File: src/hdl/vgi_pkg.sv
package vgi_pkg;

   localparam int COORD_W    = 21;
   localparam int RES_W      = 12;
   localparam int INFL_W     = 3;
   localparam int CHK_W      = 4;
   localparam int MODE_W     = 2;
   localparam int CNT_W      = 10;
   localparam int CSR_IDX_W  = 3;
   localparam int CSR_DATA_W = 21;
   localparam int POS_W      = 32;
   localparam int DVD_W      = 22;
   localparam int MAG_W      = 21;
   localparam int QUO_W      = 23;
   localparam int REM_W      = 12;
   localparam int STEP_W     = 6;
   localparam int RAD_W      = 5;
   localparam int DCNT_W     = 5;

   localparam logic [CNT_W-1:0] NEAR_LIMIT = 10'd5;

   localparam logic [MODE_W-1:0] MODE_OBSTACLE = 2'd0;
   localparam logic [MODE_W-1:0] MODE_NEIGHBOR = 2'd1;
   localparam logic [MODE_W-1:0] MODE_QUERY    = 2'd2;

   localparam logic [CSR_IDX_W-1:0] CSR_ORIGIN_X = 3'd0;
   localparam logic [CSR_IDX_W-1:0] CSR_ORIGIN_Y = 3'd1;
   localparam logic [CSR_IDX_W-1:0] CSR_ORIGIN_Z = 3'd2;
   localparam logic [CSR_IDX_W-1:0] CSR_RES      = 3'd3;
   localparam logic [CSR_IDX_W-1:0] CSR_INFLATE  = 3'd4;
   localparam logic [CSR_IDX_W-1:0] CSR_Z_LOW    = 3'd5;
   localparam logic [CSR_IDX_W-1:0] CSR_Z_HIGH   = 3'd6;

   localparam logic signed [COORD_W-1:0] ORIGIN_X_RST = -21'sd5000;
   localparam logic signed [COORD_W-1:0] ORIGIN_Y_RST = -21'sd5000;
   localparam logic signed [COORD_W-1:0] ORIGIN_Z_RST = 21'sd0;
   localparam logic [RES_W-1:0]          RES_RST      = 12'd200;
   localparam logic [INFL_W-1:0]         INFLATE_RST  = 3'd2;
   localparam logic signed [COORD_W-1:0] Z_LOW_RST    = 21'sd800;
   localparam logic signed [COORD_W-1:0] Z_HIGH_RST   = 21'sd1200;

   typedef enum logic [3:0] {
      S_CLEAR,
      S_IDLE,
      S_CENTER,
      S_DIV_GO,
      S_DIV_WAIT,
      S_INIT,
      S_BACK,
      S_FILL,
      S_SCAN_A,
      S_SCAN_B,
      S_SCAN_C,
      S_DONE
   } vgi_state_type;

   typedef struct packed {
      logic clear;
      logic accept;
      logic center;
      logic div_start;
      logic div_store;
      logic init;
      logic back;
      logic fill;
      logic read;
      logic count;
      logic advance;
      logic set_safe;
      logic load_rsp;
   } vgi_cmd_type;

   typedef struct packed {
      logic              clr_done;
      logic              inside_now;
      logic              div_done;
      logic              axis_last;
      logic              back_done;
      logic              loop_done;
      logic              st_inmap;
      logic              rsp_free;
      logic [MODE_W-1:0] mode;
   } vgi_sts_type;

endpackage

File: src/hdl/vgi_ctrl.sv
module vgi_ctrl (
   input  logic                  clock,
   input  logic                  reset,
   input  logic                  req_valid,
   output logic                  req_stall,
   input  vgi_pkg::vgi_sts_type  sts,
   output vgi_pkg::vgi_cmd_type  cmd
);

   vgi_pkg::vgi_state_type state_ff, state_in;

   always_ff @(posedge clock) begin
      if (reset) begin
         state_ff <= vgi_pkg::S_CLEAR;
      end else begin
         state_ff <= state_in;
      end
   end

   always_comb begin
      state_in  = state_ff;
      cmd       = '0;
      req_stall = 1'b1;
      unique case (state_ff)
         vgi_pkg::S_CLEAR: begin
            cmd.clear = 1'b1;
            if (sts.clr_done) state_in = vgi_pkg::S_IDLE;
         end
         vgi_pkg::S_IDLE: begin
            req_stall = 1'b0;
            if (req_valid) begin
               cmd.accept = 1'b1;
               state_in   = vgi_pkg::S_CENTER;
            end
         end
         vgi_pkg::S_CENTER: begin
            cmd.center = 1'b1;
            if (sts.mode == vgi_pkg::MODE_NEIGHBOR ||
                (sts.inside_now && (sts.mode == vgi_pkg::MODE_OBSTACLE ||
                                    sts.mode == vgi_pkg::MODE_QUERY))) begin
               state_in = vgi_pkg::S_DIV_GO;
            end else begin
               state_in = vgi_pkg::S_DONE;
            end
         end
         vgi_pkg::S_DIV_GO: begin
            cmd.div_start = 1'b1;
            state_in      = vgi_pkg::S_DIV_WAIT;
         end
         vgi_pkg::S_DIV_WAIT: begin
            if (sts.div_done) begin
               cmd.div_store = 1'b1;
               state_in = sts.axis_last ? vgi_pkg::S_INIT : vgi_pkg::S_DIV_GO;
            end
         end
         vgi_pkg::S_INIT: begin
            cmd.init = 1'b1;
            state_in = vgi_pkg::S_BACK;
         end
         vgi_pkg::S_BACK: begin
            if (!sts.back_done) begin
               cmd.back = 1'b1;
            end else if (sts.mode == vgi_pkg::MODE_QUERY) begin
               state_in = vgi_pkg::S_SCAN_A;
            end else begin
               state_in = vgi_pkg::S_FILL;
            end
         end
         vgi_pkg::S_FILL: begin
            cmd.fill    = 1'b1;
            cmd.advance = 1'b1;
            if (sts.loop_done) state_in = vgi_pkg::S_DONE;
         end
         vgi_pkg::S_SCAN_A: begin
            state_in = vgi_pkg::S_SCAN_B;
         end
         vgi_pkg::S_SCAN_B: begin
            // drop out on the first cell outside the map
            if (!sts.st_inmap) begin
               state_in = vgi_pkg::S_DONE;
            end else begin
               cmd.read = 1'b1;
               state_in = vgi_pkg::S_SCAN_C;
            end
         end
         vgi_pkg::S_SCAN_C: begin
            cmd.count   = 1'b1;
            cmd.advance = 1'b1;
            if (sts.loop_done) begin
               cmd.set_safe = 1'b1;
               state_in     = vgi_pkg::S_DONE;
            end else begin
               state_in = vgi_pkg::S_SCAN_A;
            end
         end
         vgi_pkg::S_DONE: begin
            if (sts.rsp_free) begin
               cmd.load_rsp = 1'b1;
               state_in     = vgi_pkg::S_IDLE;
            end
         end
         default: state_in = vgi_pkg::S_IDLE;
      endcase
   end

endmodule
File: config.mk
export PLATFORM = sky130hd
export DESIGN_NAME = vgi_ctrl
export DESIGN_NICKNAME = d
export VERILOG_FILES = /design/src/hdl/vgi_pkg.sv /design/src/hdl/vgi_ctrl.sv
export SDC_FILE = /design/constraint.sdc
export NUM_CORES = 1
export LEC_CHECK = 0
export ABC_AREA = 0
export BUFFER_PORTS_ARGS = -buffer_cell sky130_fd_sc_hd__buf_2
export CORE_AREA = 2 2 39 41
export DETAILED_ROUTE_END_ITERATION = 7
export DIE_AREA = 0 0 41 43
export GPL_ROUTABILITY_DRIVEN = 0
export PLACE_DENSITY = 0.81
export SLEW_MARGIN = 40
export SYNTH_ARGS = -nofsm -noshare
export SYNTH_HDL_FRONTEND = slang
export SYNTH_SLANG_ARGS = --single-unit
File: constraint.sdc
create_clock -name clock -period 3.2 [get_ports clock]
set_clock_uncertainty 0.15 [all_clocks]
set_input_delay 0.16 -clock clock [delete_from_list [all_inputs] [get_ports clock]]
set_output_delay 0.16 -clock clock [all_outputs]
set_load 0.01 [all_outputs]
# Word-level counts from Yosys, hierarchy flattened
# Cells that the tools add are included.
[totals]
register_bits = 4
latch_bits = 0
mem_bits_rw = 0
mem_bits_ro = 0
in_bits = 13
out_inout_bits = 14
word_cells = 59
mem_count = 0
[classes]
addsub = 0
multipliers = 0
n_div = 0
magnitude_cmp = 0
n_eq_ne = 19
shift = 0
mux = 32
n_bitwise = 0
n_reduce_logical = 7
[op_table]
columns = ["operator", "count"]
rows = [
  ["$pmux W4 S12", 1],
  ["$mux W4", 8],
  ["$mux W1", 21],
  ["$eq A4 B3 Y1 const B", 4],
  ["$eq A4 B4 Y1 const B", 4],
  ["$ne A2 B2 Y1 const B", 6],
  ["$eq A4 B2 Y1 const B", 2],
  ["$reduce_and A6 Y1", 1],
  ["$eq A4 B1 Y1 const B", 1],
  ["$logic_not A4 Y1", 1],
  ["$mux W3", 1],
  ["$eq A2 B1 Y1 const B", 1],
  ["$eq A2 B2 Y1 const B", 1],
  ["$logic_not A2 Y1", 1],
  ["$logic_or A1 B1 Y1", 2],
  ["$mux W2", 1],
  ["$reduce_or A2 Y1", 1],
  ["$logic_and A1 B1 Y1", 1],
]

# Depth between registers and ports, before layout
[logic_depth]
depth_word = 6
ltp_mapped = 6
ltp_nobuf = 4

# Worst setup path after synthesis
# OpenSTA, ideal clock, no wires.
[synth_path]
path_kind = "reg-to-reg"
start = "register state_ff[1]"
end = "register state_ff[1]"
setup_ns = 0.121
arrival_time_ns = 1.549
t_required_ns = 2.929
setup_slack_ns = 1.380
stages_incl_launch_ff = 6
n_path_buf = 1
period_less_slack_ns = 1.820
path_cell_list = "dfxtp_1 > buf_4 > or4b_4 > nor2_2 > or4_4 > mux2_4"
[synth_between]
elab_chain_len = 3
elab_cells_between_ends = 20
cone_classes = "eq/ne: 17; mux: 1; reduce/logical: 2"
[synth_rtl]
columns = ["item", "line", "source"]
rows = [
  ["start, declared", "vgi_ctrl.sv:10", "vgi_pkg::vgi_state_type state_ff, state_in;"],
  ["start signal, assigned", "vgi_ctrl.sv:14", "state_ff <= vgi_pkg::S_CLEAR;"],
  ["start signal, assigned", "vgi_ctrl.sv:16", "state_ff <= state_in;"],
  ["$eq A4 B3 Y1 (tied with other cells)", "vgi_ctrl.sv:24", "unique case (state_ff)"],
  ["$ne A2 B2 Y1 (no line)", "n/a", ""],
  ["$reduce_and A6 Y1 (no line)", "n/a", ""],
]
# Several ways; a longest one is shown, not always the timed one.
# A chain may end at the register's enable or synchronous reset.

# Final worst setup path
[layout_path]
start = "register state_ff[2]"
end = "register state_ff[1]"
# Same word-level chain as after synthesis.

==> results.md <==
- Syn Nets: 91
- Number of DRC violations after detailed-routing iteration 0: 12
- Core area: 0.001384 sq mm
- Internal: 0.1272 mW
- Setup crit end kind: register
- Mapped Cells: 78
- EDFF count, synth: 0
- Final Hold Viols: 0
- Fillers: 144
- Syn avg cell area: 7.716 sq um
- Synth unique cells: 43
- Hold depth: 2
- Worst min-delay path startpoint: reset
- Seq/Total Area, Yosys: 0.1331
- Crit Reg-Reg Startpoint: state_ff[2]
- Hold endpoint: state_ff[0]
- Number of flip-flops in the largest register: 4
- Worst-Skew Late Latency: 230 ps
- Max Slew Vio Count: 0
- CTS resizes: 0
- Worst-Margin Slew: 668.8 ps
- Most common cell after layout, fill and taps aside: buf_2
- Pin count of the biggest net entering global routing: 23
- CTS sink count: 4
- Total Negative Setup Slacks: 0 ps
- DR pass1 iterations: 3
- Outcome: finished clean
- Nets: 115
- Crit path launch type: register
- Worst min path class: primary input to register
- GR Overflow Total: 0
- Die footprint: 0.001763 sq mm
- CP Launch Point: state_ff[2]
- Longest Clk Path Bufs: 2
- Vias in the first global route: 551
- FF-to-FF setup slack: 950 ps
- GR Util All Layers: 0.1924
- Final Non-Filler Cells: 116
- Post-synthesis register bit count: 4
- IO buf count: 26
- Number of diodes: 0
- Logic pwr share: 0.333
- Starting density of the core: 0.4349
- FF-to-FF path depth: 4
- Max_cap viols: 0
- Max stage delay cell, worst path: dfxtp_1
- Root Driver: clkbuf_4
- Clock power frac: 0.326
- Placed wire-length estimate: 1148 um
- Number of vias in the routed layout: 675
- Sw Pwr: 0.06244 mW
- DRC violations left: 0
- Die W: 41 um
- Leakage: 0.3325 nW
- Ys async rst share: 0
- CTS tree: built
- Io pins: 27
- Worst VDD drop: 0.0002192 V
- Commonest non-fill, non-tap cells in the layout: 26 x buf_2, 6 x inv_1, 5 x nor2_1
- Final Util: 0.5298
- Largest Register: state_ff
- Num rows: 14
- Number of buffers inserted by hold repair at cts: 0
- Antenna violations before repair: 0
- Total power: 0.1896 mW
- Htree depth: 1
- Final Cycle Share: 0.7020
- Die height: 43 um
- Area grow syn2layout: 21.83%
- Crit path kind: register to register
- Final ANT Viol Nets: 0
- Period minus WS final: 2246 ps
- PwrDens: 258.6 mW/mm^2
- Avg Vias per Cell: 5.819
- Max incr delay on CP: 740 ps
- Max frequency: 445.2 MHz
- Post-Syn Area: 601.8 sq um
- Max_slew headroom: 0.5535
- Critical path peak fanout: 22
- Sequential power share: 0.341
- Drt total wl: 1575 um
- Worst Path Arrival: 2210 ps
- CTS clock-pin slew for the worst setup and hold paths: 40 ps
- Global-route wire length before repair: 2380 um
- Worst endpoint required time: 3170 ps
- Switching Share: 0.3293
- # placed instances: 113
- Ys flop type: dfxtp_1
- Crit-path cells: nand2b_1 -> nor3_2 -> or4_4 -> mux2_4
- CTS Buf Count: 3
- R2r endpoint: state_ff[1]
- Yosys warning total: 0
- Routed WL per cell: 13.58 um
- Post-CTS Setup Repair Bufs: 0
- RSZ-0062 raised after global routing: false
- Layout cells sized above 1: 0.4000
- Final setup viols: 0
- Largest registers: state_ff (4)
-- kinds of logic (layout without fill, tap and decap cells) --
family | count (synthesis) | after routing | share of synthesized area
AND/OR/NAND/NOR | 38 | 38 | 0.4283
multiplexers | 4 | 4 | 0.07484
flip-flops | 4 | 4 | 0.1331
buffers and inverters | 13 | 35 | 0.1060
AO/OA/AOI/OAI | 19 | 19 | 0.2578
-- Yosys cell counts, types with 2 or more instances --
cell type  count  area [sq um]
mux2i_1        3         30.03
nand2b_1       3         18.77
clkbuf_1       2         7.510
inv_1          6         22.52
nor4_1         3         18.77
o21ai_0        2         10.01
dfxtp_1        4         80.08
buf_2          3         15.01
nand2_1        4         15.01
or4_4          2         22.52
nor2b_1        4         25.02
nor3_1         3         15.01
nor3b_1        2         15.01
nor2_1         5         18.77
nor4b_1        2         17.52
a21oi_1        3         15.01
-- metal layers --
metal,global-route usage,vias to the layer above,share of wire,routed length [um]
li1,-,339,-,-
met1,0.2364,325,0.43,682
met2,0.3281,11,0.53,837
met3,0.06283,0,0.034,54
met4,0.006667,0,0,0
met5,0,-,0,0
-- how the worst max path moves through the flow --
stage	end	cells past startpoint
2_1_floorplan	state_ff[1]	5
3_3_place_gp	state_ff[1]	4
3_5_place_dp	state_ff[1]	4
4_1_cts	state_ff[1]	4
5_1_grt	state_ff[1]	4
6_report	state_ff[1]	4
-- power by group through the flow --
stage,clock [mW],sequential (mW),combinational [mW]
6_report,0.0618,0.0647,0.0631
2_1_floorplan,0,0.0543,0.0547
3_5_place_dp,0,0.0648,0.0624
5_1_grt,0.0673,0.0656,0.0694
3_3_place_gp,0,0.0641,0.0605
4_1_cts,0.0637,0.0641,0.0631
-- per-stage QoR --
stage / worst slack [ps] / hold slack, ps / area (sq um)
detailed placement: 980.7 / 273.7 / 710.7
global placement: 1052 / 269.9 / 710.7
floorplan: 1380 / 78.86 / 601.8
global route: 824.6 / 44.69 / 733.2
CTS: 968.5 / 28.58 / 733.2
finish: 953.6 / 41.29 / 733.2
-- layout make-up --
cell class / instances / area (sq um) / share of cell area
Inverter: 6 / 22.52 / 0.03072
Multi-Input combinational cell: 61 / 457.9 / 0.6246
Clock buffer: 3 / 22.52 / 0.03072
Sequential cell: 4 / 80.08 / 0.1092
Timing Repair Buffer: 26 / 130.1 / 0.1775
Tap cell: 16 / 20.02 / 0.02730
-- worst max-delay path, delay by kind of cell (launching register included) --
kind	cells	cell delay [ps]
flops	1	740
mux	1	310
simple gates	3	930
(Power assumes the default switching activity.)
